File: src/rtl/smsd_pkg.sv
// ----------------------------------------------------------------------------
// smsd_pkg
// Shared constants, register map and types for the scanned switch debouncer.
// ----------------------------------------------------------------------------
package smsd_pkg;

  localparam int unsigned MAX_CHANNELS = 8;
  localparam int unsigned CH_W         = $clog2(MAX_CHANNELS);
  localparam int unsigned CNT_W        = 4;
  localparam int unsigned DEB_W        = 16;
  localparam int unsigned MASK_W       = 8;
  localparam int unsigned TIME_W       = 32;
  localparam int unsigned DATA_W       = 32;
  localparam int unsigned ADDR_W       = 4;
  localparam int unsigned IDX_W        = 2;

  localparam logic [IDX_W-1:0] REG_CHANNEL_COUNT = 2'd0;
  localparam logic [IDX_W-1:0] REG_DEBOUNCE_MS   = 2'd1;
  localparam logic [IDX_W-1:0] REG_ENABLE_MASK   = 2'd2;

  localparam logic [CNT_W-1:0]  RST_CHANNEL_COUNT = 4'd1;
  localparam logic [DEB_W-1:0]  RST_DEBOUNCE_MS   = 16'd50;
  localparam logic [MASK_W-1:0] RST_ENABLE_MASK   = 8'hFF;

  localparam logic [CNT_W-1:0] MAX_COUNT = CNT_W'(MAX_CHANNELS);

  typedef struct packed {
    logic            found;
    logic [CH_W-1:0] scanned_channel;
    logic [CH_W-1:0] selected_position;
  } out_word_t;

endpackage

File: src/rtl/scanned_multi_switch_debouncer_core.sv
// ----------------------------------------------------------------------------
// scanned_multi_switch_debouncer_core
// Round-robin debouncer for up to eight switch channels, APB register port.
// ----------------------------------------------------------------------------
// One input word is one scan step and yields one registered output word. A
// word is taken every cycle while in_ready is high: the channel entry under
// the scan pointer is read, compared against the debounce delay and written
// back in the accept cycle, so back-to-back steps on the same channel need no
// forwarding. The output side is a register plus one skid entry, so in_ready
// only drops after two words wait unread. Registers: channel_count at 0x0,
// debounce_ms at 0x4, channel_enable_mask at 0x8; write them only while idle.
module scanned_multi_switch_debouncer_core (
  input  logic                                  clk,
  input  logic                                  rst_n,

  input  logic                                  in_valid,
  output logic                                  in_ready,
  input  logic                                  in_sample_level,
  input  logic [smsd_pkg::TIME_W-1:0]           in_now_ms,

  output logic                                  out_valid,
  input  logic                                  out_ready,
  output logic                                  out_found,
  output logic [smsd_pkg::CH_W-1:0]             out_scanned_channel,
  output logic [smsd_pkg::CH_W-1:0]             out_selected_position,

  input  logic                                  cfg_psel,
  input  logic                                  cfg_penable,
  input  logic                                  cfg_pwrite,
  input  logic [smsd_pkg::ADDR_W-1:0]           cfg_paddr,
  input  logic [smsd_pkg::DATA_W-1:0]           cfg_pwdata,
  output logic [smsd_pkg::DATA_W-1:0]           cfg_prdata,
  output logic                                  cfg_pready
);

  localparam int unsigned N = smsd_pkg::MAX_CHANNELS;

  // configuration
  logic [smsd_pkg::CNT_W-1:0]  count_r;
  logic [smsd_pkg::DEB_W-1:0]  debounce_r;
  logic [smsd_pkg::MASK_W-1:0] mask_r;
  logic                        cfg_wr;
  logic [smsd_pkg::IDX_W-1:0]  cfg_idx;

  // channel state
  logic [smsd_pkg::CH_W-1:0]   ptr_r;
  logic [smsd_pkg::CH_W-1:0]   chosen_r;
  logic [N-1:0]                stable_r;
  logic [N-1:0]                prev_r;
  logic [smsd_pkg::TIME_W-1:0] stamp_r [N];

  // step logic
  logic                        accept;
  logic [smsd_pkg::CNT_W-1:0]  eff_count;
  logic [smsd_pkg::CH_W-1:0]   idx;
  logic                        enabled;
  logic [smsd_pkg::TIME_W-1:0] stamp_cur;
  logic [smsd_pkg::TIME_W-1:0] elapsed;
  logic                        expire;
  logic                        rise;
  smsd_pkg::out_word_t         word_nxt;

  // output buffer
  logic                        out_valid_r;
  logic                        skid_valid_r;
  smsd_pkg::out_word_t         out_word_r;
  smsd_pkg::out_word_t         skid_word_r;
  logic                        pop;

  assign cfg_pready = 1'b1;
  assign cfg_idx    = cfg_paddr[smsd_pkg::ADDR_W-1:2];
  assign cfg_wr     = cfg_psel & cfg_penable & cfg_pwrite & cfg_pready;

  always_comb begin
    case (cfg_idx)
      smsd_pkg::REG_CHANNEL_COUNT:
        cfg_prdata = {{(smsd_pkg::DATA_W-smsd_pkg::CNT_W){1'b0}}, count_r};
      smsd_pkg::REG_DEBOUNCE_MS:
        cfg_prdata = {{(smsd_pkg::DATA_W-smsd_pkg::DEB_W){1'b0}}, debounce_r};
      smsd_pkg::REG_ENABLE_MASK:
        cfg_prdata = {{(smsd_pkg::DATA_W-smsd_pkg::MASK_W){1'b0}}, mask_r};
      default:
        cfg_prdata = '0;
    endcase
  end

  always_ff @(posedge clk) begin
    if (!rst_n) begin
      count_r    <= smsd_pkg::RST_CHANNEL_COUNT;
      debounce_r <= smsd_pkg::RST_DEBOUNCE_MS;
      mask_r     <= smsd_pkg::RST_ENABLE_MASK;
    end else if (cfg_wr) begin
      case (cfg_idx)
        smsd_pkg::REG_CHANNEL_COUNT: count_r    <= cfg_pwdata[smsd_pkg::CNT_W-1:0];
        smsd_pkg::REG_DEBOUNCE_MS:   debounce_r <= cfg_pwdata[smsd_pkg::DEB_W-1:0];
        smsd_pkg::REG_ENABLE_MASK:   mask_r     <= cfg_pwdata[smsd_pkg::MASK_W-1:0];
        default: ;
      endcase
    end
  end

  assign in_ready = ~skid_valid_r;
  assign accept   = in_valid & in_ready;

  always_comb begin
    if (count_r == '0) begin
      eff_count = smsd_pkg::CNT_W'(1);
    end else if (count_r > smsd_pkg::MAX_COUNT) begin
      eff_count = smsd_pkg::MAX_COUNT;
    end else begin
      eff_count = count_r;
    end
  end

  assign idx       = ({1'b0, ptr_r} >= eff_count) ? '0 : ptr_r;
  assign enabled   = mask_r[idx];
  assign stamp_cur = (in_sample_level != prev_r[idx]) ? in_now_ms : stamp_r[idx];
  assign elapsed   = in_now_ms - stamp_cur;
  assign expire    = (stamp_cur != '0) &&
                     (elapsed > {{(smsd_pkg::TIME_W-smsd_pkg::DEB_W){1'b0}}, debounce_r});
  assign rise      = enabled & expire & in_sample_level & ~stable_r[idx];

  always_comb begin
    word_nxt.found             = rise;
    word_nxt.scanned_channel   = idx;
    word_nxt.selected_position = rise ? idx : chosen_r;
  end

  always_ff @(posedge clk) begin
    if (!rst_n) begin
      ptr_r    <= '0;
      chosen_r <= '0;
      stable_r <= '0;
      prev_r   <= '0;
      for (int i = 0; i < N; i++) begin
        stamp_r[i] <= '0;
      end
    end else if (accept) begin
      ptr_r <= idx + 1'b1;
      if (enabled) begin
        prev_r[idx] <= in_sample_level;
        if (expire) begin
          stamp_r[idx]  <= '0;
          stable_r[idx] <= in_sample_level;
        end else begin
          stamp_r[idx] <= stamp_cur;
        end
        if (rise) begin
          chosen_r <= idx;
        end
      end
    end
  end

  assign pop = out_valid_r & out_ready;

  always_ff @(posedge clk) begin
    if (!rst_n) begin
      out_valid_r  <= 1'b0;
      skid_valid_r <= 1'b0;
    end else begin
      if (skid_valid_r) begin
        if (pop) begin
          skid_valid_r <= 1'b0;
        end
      end else if (accept) begin
        if (out_valid_r && !out_ready) begin
          skid_valid_r <= 1'b1;
        end else begin
          out_valid_r <= 1'b1;
        end
      end else if (pop) begin
        out_valid_r <= 1'b0;
      end
    end
  end

  always_ff @(posedge clk) begin
    if (skid_valid_r) begin
      if (pop) begin
        out_word_r <= skid_word_r;
      end
    end else if (accept) begin
      if (out_valid_r && !out_ready) begin
        skid_word_r <= word_nxt;
      end else begin
        out_word_r <= word_nxt;
      end
    end
  end

  assign out_valid             = out_valid_r;
  assign out_found             = out_word_r.found;
  assign out_scanned_channel   = out_word_r.scanned_channel;
  assign out_selected_position = out_word_r.selected_position;

`ifndef SYNTHESIS
  a_skid_implies_out: assert property (@(posedge clk) disable iff (!rst_n)
    skid_valid_r |-> out_valid_r)
    else $error("skid entry held without an output word");

  a_found_selects: assert property (@(posedge clk) disable iff (!rst_n)
    (out_valid_r && out_word_r.found) |->
      (out_word_r.selected_position == out_word_r.scanned_channel))
    else $error("found word does not select its own channel");

  a_expire_disarms: assert property (@(posedge clk) disable iff (!rst_n)
    (accept && enabled && expire) |=> (stamp_r[$past(idx)] == '0))
    else $error("timer not disarmed after settle");

  a_disabled_keeps: assert property (@(posedge clk) disable iff (!rst_n)
    (accept && !enabled) |=> ($stable(chosen_r) && $stable(stable_r) && $stable(prev_r)))
    else $error("disabled channel changed state");
`endif

endmodule

File: config.mk
export PLATFORM = sky130hd
export DESIGN_NAME = scanned_multi_switch_debouncer_core
export DESIGN_NICKNAME = d
export VERILOG_FILES = /design/src/rtl/smsd_pkg.sv /design/src/rtl/scanned_multi_switch_debouncer_core.sv
export SDC_FILE = /design/constraint.sdc
export NUM_CORES = 1
export LEC_CHECK = 0
export BUFFER_PORTS_ARGS = -buffer_cell sky130_fd_sc_hd__buf_2
export CAP_MARGIN = 30
export CORE_AREA = 2 2 201 183
export DETAILED_ROUTE_END_ITERATION = 10
export DIE_AREA = 0 0 203 185
export PLACE_DENSITY = 0.75
export SYNTH_ARGS = -nofsm -noshare
export SYNTH_HDL_FRONTEND = slang
export SYNTH_SLANG_ARGS = --single-unit
File: constraint.sdc
create_clock -name clk -period 9.7 [get_ports clk]
set_input_delay 2.425 -clock clk [delete_from_list [all_inputs] [get_ports clk]]
set_output_delay 2.425 -clock clk [all_outputs]
set_load 0.02 [all_outputs]
======== After elaboration in Yosys (flattened, before gate mapping) ========
Memory sizes are Yosys's and may differ from the RTL's.
Index checks and enable logic that the tools add are counted.
storage, ports and cells
  bits in registers ....................... 66
  RAM bits ................................ 256
  bits of input ports ..................... 76
  word-level logic and storage cells ...... 99
  memories kept ........................... 1
operators by class
  add/subtract/negate cells ............... 2
  order comparisons ....................... 5
  eq/ne operators ......................... 6
  muxes and demuxes ....................... 42
  bitwise operators ....................... 10
  reduce and logical (&&, ||, !) cells .... 18
memory list
  name     words  bits a word  rd ports  clocked after memory_dff  write ports  RTL line                                   text
  stamp_r  8      32           1         0                         8            scanned_multi_switch_debouncer_core.sv:50  logic [smsd_pkg::TIME_W-1:0] stamp_r [N];
operators by type and width
  operator                                                    count
  two-way mux 32 bit                                          3
  one-hot mux 16 bit (3 select lines)                         1
  greater-than comparator 32 x 16 -> 1 bit                    1
  nonzero test 32 bit                                         1
  OR reduction 32 bit                                         1
  subtractor 32 bit                                           1
  two-way mux 7 bit                                           4
  two-way mux 1 bit                                           23
  bitwise mux 8 bit                                           2
  AND reduction 3 bit                                         4
  binary-select mux 1 bit (select 3 bit)                      3
  two-way mux 3 bit                                           3
  two-way mux 4 bit                                           2
  AND reduction 2 bit                                         4
  AND 1 bit                                                   7
  >= comparator 3 x 4 -> 1 bit                                1
  greater-than comparator 4 bit, second input constant        1
  logical NOT 4 bit                                           1
  less-than comparator 3 x 4 -> 1 bit, second input constant  1
  != test 2 bit, second input constant                        2
  nonzero test 2 bit                                          2
  adder 3 x 1 -> 3 bit, second input constant                 1
  demux 1 bit (select 3 bit)                                  1
  >= comparator 3 x 1 -> 1 bit, second input constant         1
  other kinds (9)                                             12

======== Logic depth before layout (Yosys ltp) ========
Gate-level depths: netlist (run 1).
  depth after elaboration ................. 20
  depth in mapped cells ................... 41

======== Least setup slack after synthesis (run 1) ========
OpenSTA, ideal clock, no wires.
  kind .................................... in2reg
  start point ............................. input in_sample_level
  end point ............................... register out_word_r (netlist bit out_selected_position[0]) (data pin)
  data arrival time ....................... 8516 ps
  data required time ...................... 9440 ps
  slack ................................... 924 ps
  cell stages on the path ................. 32
  path buffers ............................ 3
  cell sequence ........................... clkbuf_1 a21oi_1 o31ai_1 mux2_4 nand2_1 buf_4 clkbuf_1 nor2_1 a21oi_1 ha_1 nand4_1 nor2_1 mux2_2 o211ai_2 nand3_1 a21o_1 a21oi_1 xnor2_1 ha_1 nand3_1 nor3_1 and2_1 a211oi_1 nor4_1 nor4bb_1 nand4_1 nor3_1 nand3_1 nor4b_4 a21oi_2 mux2_1 mux2_2
RTL lines
  what                    RTL line                                    text
  start: declaration      scanned_multi_switch_debouncer_core.sv:18   input logic in_sample_level,
  end signal: assignment  scanned_multi_switch_debouncer_core.sv:181  out_word_r <= skid_word_r;
  end signal: assignment  scanned_multi_switch_debouncer_core.sv:187  out_word_r <= word_nxt;
  end: declaration        scanned_multi_switch_debouncer_core.sv:66   smsd_pkg::out_word_t out_word_r;

==> impl_results.md, run 1 <==
* Flop-to-flop setup slack at 0.92 ns
* Most numerous cell on the critical path: a21oi_1
* Syn Inst Count at 1822
* Total wire length at between 60000 and 70000 µm
* Crit-path max FO at 69
* Hold Path End: chosen_r[0]
* Fin cells at 2349
* Critical Path Sink Type: register
* Initial Util at between 50% and 60%
* First-pass DRT Iterations at 6
* Leakage power at approximately 0.007 µW
* H-tree depth at 1
* Hold Slack at approximately 0.46 ns
* Crit-path slowest cell: fa_1
* Sink Count at ~320
* Final core occ at roughly three fifths
* Worst-skew pair later-pin latency at 0.61 ns
* DR vias/cell at about 6.8
* Final #Nets at between 1500 and 2000
* HP Class: register to register
* Synth cell types at 101
* Die ar. at 37600 µm²
* GRT Util Overall at roughly a third
* Final Hold Viols at 0
* Number of flops mapped to enable cells by yosys at 270
* Slew HR at between 20% and 30%
* Cts hold-fix bufs at 0
* Layout Skew at approximately 0.015 ns
* Critical Path RT at ~10 ns
* Startpoint Class: input port
* Hold wc startpoint: chosen_r[0]
* Row Count at between 60 and 70
* Wire per inst at 26.8 µm
* TritonCTS buffer count at 31
* Syn avg cell area at around 10 µm²
* Root Buffer: clkbuf_16
* Top cell type's share of synthesized area at between 40% and 50%
* Global-route wire length before repair at just over 90000 µm
* Sum Neg Setup Slack at 0 ns
* Final Max Tran Viols at 0
* Main synth FF type: edfxtp_1
* Filler Cell Count at just under 3000
* Clock-pin slew on the worst setup and hold paths at about 0.060 ns
* CTS tree: yes
* Num ports at ~120
* Worst EP arrival at 9.54 ns
* Post-cts gate resize count at 0
* Port Buf Inserts at 82
* Syn. warnings at 0
* Sequential share of the synthesized area at approximately half
* RSZ-0062 raised after global routing: no
* Post-synth top area cell: edfxtp_1
* Worst path max stage delay at between 0.4 and 0.5 ns
* Fraction of registers with async set/reset at 0%
* Max VDD drop at 0.000152 V
* Final Setup Violations at 0
* Remaining Overflow, GRT at 0
* Count leader, synth: edfxtp_1
* RePlAce Congestion at slightly above 1
* Status: complete, no violations
* RR Endpoint: stamp_r[7][20]
* Clock buffer depth at 3
* Core box area at 35600 µm²
* Synthesized area at ~19000 µm²
* Worst r2r path cells at 37
* Number of global-route vias before repair at roughly 15000
* Most instantiated cells after synthesis: edfxtp_1, nand2_1, nor3_1, nor2_1, nand3_1
* Largest net degree at the start of global routing at around 180
* Placed cells at around 2300
* Final HPWL DP at around 44000 µm
* Worst slew pin tran at approximately 1.1 ns
* Origin of the critical flop-to-flop path: count_r[1]
* Post-CTS setup buffers at 0
* FMAX at around 110 MHz
* DRC Markers at 0
* Cell area power density at about 180 nW/µm²
* Top cells by area, synth: edfxtp_1, dfxtp_1, nor4b_2
* Initial antenna violation count at 1
* Min Tclk post-route at about 9 ns
* Layout cells sized above 1 at about 17%
* Max_cap viols at 0
* Die Width at roughly 200 µm
* Final ANT Viol Nets at 0
* Hold Crit Depth at 2
* Kind of critical path: input port to register
* Final worst-path cycle share at between 90% and 100%
* Die Span Y at 185 µm
* FF+latch count, synth at 322
* Initial drt markers at roughly 2700
* Area growth syn-to-layout at 9.55%
* Via Count at around 16000
-- routing by layer --
| metal | track usage, % | wire length (µm) | up-vias |
|---|---|---|---|
| met3 | 6.91 | 7900 | 171 |
| met4 | 12.7 | 2520 | 0 |
| li1 | - | - | 6998 |
| met5 | 0 | 0 | - |
| met1 | 45.0 | 24200 | 7665 |
| met2 | 51.6 | 28300 | 1164 |
-- worst max-delay path, delay by kind of cell --
| family | cells | cell delay [ns] |
|---|---|---|
| AOI/OAI and AO/OA | 11 | 1.94 |
| xor gates and xnor gates | 1 | 0.15 |
| adders and majority gates | 2 | 0.79 |
| buffers and inverters | 5 | 1.27 |
| muxes | 1 | 0.32 |
| and+or+nand+nor | 11 | 2.58 |
-- layout by cell type (no fill, tap or decap), types with 17 or more instances in the layout --
cell type / count
a21boi_0: 24
a21o_1: 20
a21oi_1: 66
a222oi_1: 25
a22oi_1: 40
buf_2: 81
buf_4: 57
clkbuf_16: 31
conb_1: 17
dfxtp_1: 51
edfxtp_1: 270
ha_1: 49
inv_1: 46
mux2_2: 26
mux2i_1: 45
nand2_1: 198
nand3_1: 97
nand4_1: 29
nor2_1: 113
nor3_1: 161
nor4b_2: 64
o211ai_1: 18
o21ai_0: 34
or3_1: 17
-- area by class of cell --
type / count / area, µm² / share of cell area [%]
sequential: 322 / 9150 / 44.1
multi-input combinational: 1304 / 8980 / 43.3
timing repair buffer: 142 / 912 / 4.39
clock buffer: 40 / 810 / 3.90
tap: 476 / 596 / 2.87
inverter: 50 / 188 / 0.904
clock inverter: 14 / 125 / 0.603
antenna: 1 / 2.50 / 0.0121
-- state kept, by name, indices dropped and copies added (netlist names), 4 cells and up --
signal,cells
count_r,4
debounce_r,16
mask_r,8
prev_r,8
skid_word_r,7
stable_r,8
stamp_r,256
-- stage by stage --
stage	setup slack [ns]	instance area, µm²	total power (µW)
3_5_place_dp	0.110	19800	2660
3_3_place_gp	0.213	19800	2640
4_1_cts	0.721	20800	3800
2_1_floorplan	0.924	19000	2310
6_report	0.574	20800	3830
5_1_grt	0.0710	20800	3960
-- cells by family after synthesis --
| family | synth area share [%] |
|---|---|
| flip-flops | 48.3 |
| AND/OR/NAND/NOR | 22.6 |
| AO/OA/AOI/OAI | 14.7 |
| multiplexers | 4.89 |
| adder cells (fa/ha/maj) | 3.51 |
| XOR/XNOR | 0.964 |
| other | 0.0396 |
| buffers and inverters | 5.00 |
-- power by group --
part | total [µW] | switching, µW | leakage [µW] | internal [µW]
Clock | 1160 | 526 | 0.000455 | 637
Combinational | 1100 | 734 | 0.00349 | 364
Sequential | 1570 | 20.0 | 0.00322 | 1550
Total | 3830 | 1280 | 0.00717 | 2550
-- worst max-delay path by stage --
stage / startpoint / to / slack [ns] / cells past startpoint
2_1_floorplan: in_sample_level / out_selected_position[0] / 0.92 / 32
5_1_grt: in_sample_level / stamp_r[4][20] / 0.07 / 27
6_report: in_sample_level / stamp_r[7][20] / 0.57 / 31
3_3_place_gp: in_sample_level / stamp_r[4][27] / 0.21 / 28
3_5_place_dp: in_sample_level / stamp_r[4][25] / 0.11 / 27
4_1_cts: in_sample_level / stamp_r[4][25] / 0.72 / 31
Note: power is estimated with default switching activity, not from simulation.
==> run 2: changes to the inputs <==
==> constraint.sdc (replaced) <==
create_clock -name clk -period 9.1 [get_ports clk]
set_input_delay 0.455 -clock clk [delete_from_list [all_inputs] [get_ports clk]]
set_output_delay 0.455 -clock clk [all_outputs]
set_load 0.02 [all_outputs]
==> run 2 against run 1 <==
  * Die area unchanged
  * Largest cell class unchanged
  * Critical path type is now register to register
  * Sequential power up 6%
  * Highest routed layer unchanged
  * Clock skew up 0.031 ns
==> impl_results.md, run 2 (synthesized netlist as in run 1, its figures left out) <==
* Max_cap viols at 0 (unchanged)
* # diodes at 0 (-1)
* Remaining Overflow, GRT at 0 (unchanged)
* DRC Markers at 0 (unchanged)
* Num ports at 118 (unchanged)
* GRT Util Overall at 33.2% (+0.33 points)
* FMAX at roughly 120 MHz
* Top reg by flops: stamp_r
* Initial antenna violation count at 0 (-1)
* Crit-path max FO at 16 (-77%)
* Port Buf Inserts at 82 (unchanged)
* H-tree depth at 2 (+1)
* Commonest non-fill, non-tap cell in the layout: edfxtp_1
* Max reg flops at 256 (unchanged)
* Worst r2r path cells at 32 (-14%)
* Min Tclk post-route at approximately 8.5 ns
* Initial drt markers at 2444 (-8.0%)
* Cts hold-fix bufs at 0 (unchanged)
* Die Span Y at 185 µm (unchanged)
* Worst path max stage delay at 0.55 ns (+0.08 ns)
* CTS tree: yes
* Final Max Tran Viols at 0 (unchanged)
* Final core occ at 59.1% (+0.74 points)
* Largest net degree at the start of global routing at 228 (+26%)
* Number of global-route vias before repair at 15200 (-0.94%)
* Final worst-path cycle share at a little over nine tenths
* Clock buffer depth at 3 (unchanged)
* Sink Count at 322 (unchanged)
* Cell area power density at 203 nW/µm² (+9.9%)
* Startpoint Class: register
* Hold wc startpoint: cfg_pwdata[6]
* Hold Path End: mask_r[6]
* Total wire length at 64300 µm (+2.1%)
* First-pass DRT Iterations at 8 (+2)
* RR Endpoint: out_selected_position[0]
* Kind of critical path: register to register
* Via Count at 16100 (+0.68%)
* TritonCTS buffer count at 34 (+9.7%)
* Most frequent cells in the layout: edfxtp_1, nand2_1, nor3_1
* Area growth syn-to-layout at 10.9%
* Worst slew pin tran at 1.05 ns (-0.0363 ns)
* Final Hold Viols at 0 (unchanged)
* Crit-path slowest cell: o21ba_2
* Origin of the critical flop-to-flop path: count_r[3]
* Layout cells sized above 1 at 18.1% (+1.3 points)
* Leakage power at 0.00731 µW (+1.9%)
* Slew HR at 29.5% (+2.3 points)
* Die ar. at 37600 µm² (unchanged)
* Worst-skew pair later-pin latency at 0.55 ns (-0.06 ns)
* Die Width at 203 µm (unchanged)
* Critical Path RT at 9.36 ns (-0.76 ns)
* Flop-to-flop setup slack at 0.57 ns (-0.35 ns)
* Largest regs: stamp_r (256), debounce_r (16)
* RePlAce Congestion at 1.00 (-2.3%)
* Global-route wire length before repair at 94100 µm (+1.1%)
* Row Count at 66 (unchanged)
* Status: complete, no violations
* Max VDD drop at 0.000182 V (+20%)
* Sum Neg Setup Slack at 0 ns (unchanged)
* Hold Crit Depth at 3 (+1)
* DR vias/cell at 6.82 (about the same)
* Final Setup Violations at 0 (unchanged)
* Worst EP arrival at 8.79 ns (-0.75 ns)
* Initial Util at 53.3% (unchanged)
* Final HPWL DP at 43600 µm (+0.14%)
* RSZ-0062 raised after global routing: no
* Wire per inst at 27.2 µm (+1.5%)
* Final ANT Viol Nets at 0 (unchanged)
* Layout Skew at 0.0464 ns (+0.0311 ns)
* Critical Path Sink Type: register
* Clock-pin slew on the worst setup and hold paths at 0.07 ns (about the same)
* Final #Nets at 1987 (+0.51%)
* HP Class: input port to register
* Core box area at 35600 µm² (unchanged)
* Root Buffer: clkbuf_16
-- run 2: cell types whose count changed in the layout (fill, tap and decap cells not counted), moves of 2 or more --
cell and change:
clkinv_2 +5, buf_4 +4, clkbuf_1 -4, clkbuf_16 +4, clkinv_1 -3, a21oi_1 -2, a21oi_2 +2, buf_6 +2
bufinv_16 +2
-- run 2: per-layer routing --
metal / GRT usage, % / part of all wire [%]
met5: 0 / 0
met4: 13.2 / 4.1
met3: 6.93 / 12
met2: 52.6 / 45
met1: 44.9 / 39
-- run 2: worst max-delay path by stage --
stage / startpoint / slack (ns) / to
final: count_r[3] / 0.57 / out_selected_position[0]
after CTS: count_r[1] / 0.35 / stamp_r[1][24]
after detailed placement: count_r[1] / 0.41 / stamp_r[0][6]
after global routing: count_r[1] / 0.01 / out_selected_position[0]
after floorplan: ptr_r[0] / 1.49 / out_selected_position[0]
after global placement: count_r[1] / 0.54 / stamp_r[2][6]
-- run 2: area by class of cell --
| cell class | count | area (µm²) |
|---|---|---|
| clock buffer | 39 | 870 |
| clock inverter | 23 | 254 |
| fill | 2993 | 14600 |
| inverter | 50 | 188 |
| multi-input combinational | 1304 | 9010 |
| sequential | 322 | 9150 |
| tap | 476 | 596 |
| timing repair buffer | 149 | 965 |
-- run 2: timing repair --
item                       CTS  global route
setup endpoints to repair    0           264
setup buffers                0             3
gates resized for setup      0            12
-- run 2: stage by stage --
stage	cell area (µm²)	instances	worst slack, ns	hold WS [ns]	total power, µW
after floorplan	19000	1837	1.49	0.431	2460
after global placement	19800	2294	0.537	0.442	2820
after detailed placement	19800	2295	0.409	0.457	2830
after CTS	20900	2357	0.347	0.154	4220
after global routing	21000	2363	0.0119	0.181	4400
final	21000	2363	0.566	0.162	4270
-- run 2: critical path: cells and delay by family, from the launching register on --
| kind | cells | cell delay [ns] |
|---|---|---|
| AOI/OAI and AO/OA | 11 | 2.61 |
| and+or+nand+nor | 11 | 2.38 |
| adders and majority gates | 4 | 1.24 |
| muxes | 3 | 1.13 |
| DFF | 1 | 0.42 |
| buffers and inverters | 2 | 0.30 |
| xor gates and xnor gates | 1 | 0.15 |
-- run 2: power breakdown --
group | internal, µW | total (µW) | switching, µW | leakage (µW)
Clock | 810 | 1420 | 611 | 0.000549
Sequential | 1650 | 1670 | 21.0 | 0.00322
Combinational | 383 | 1170 | 787 | 0.00354
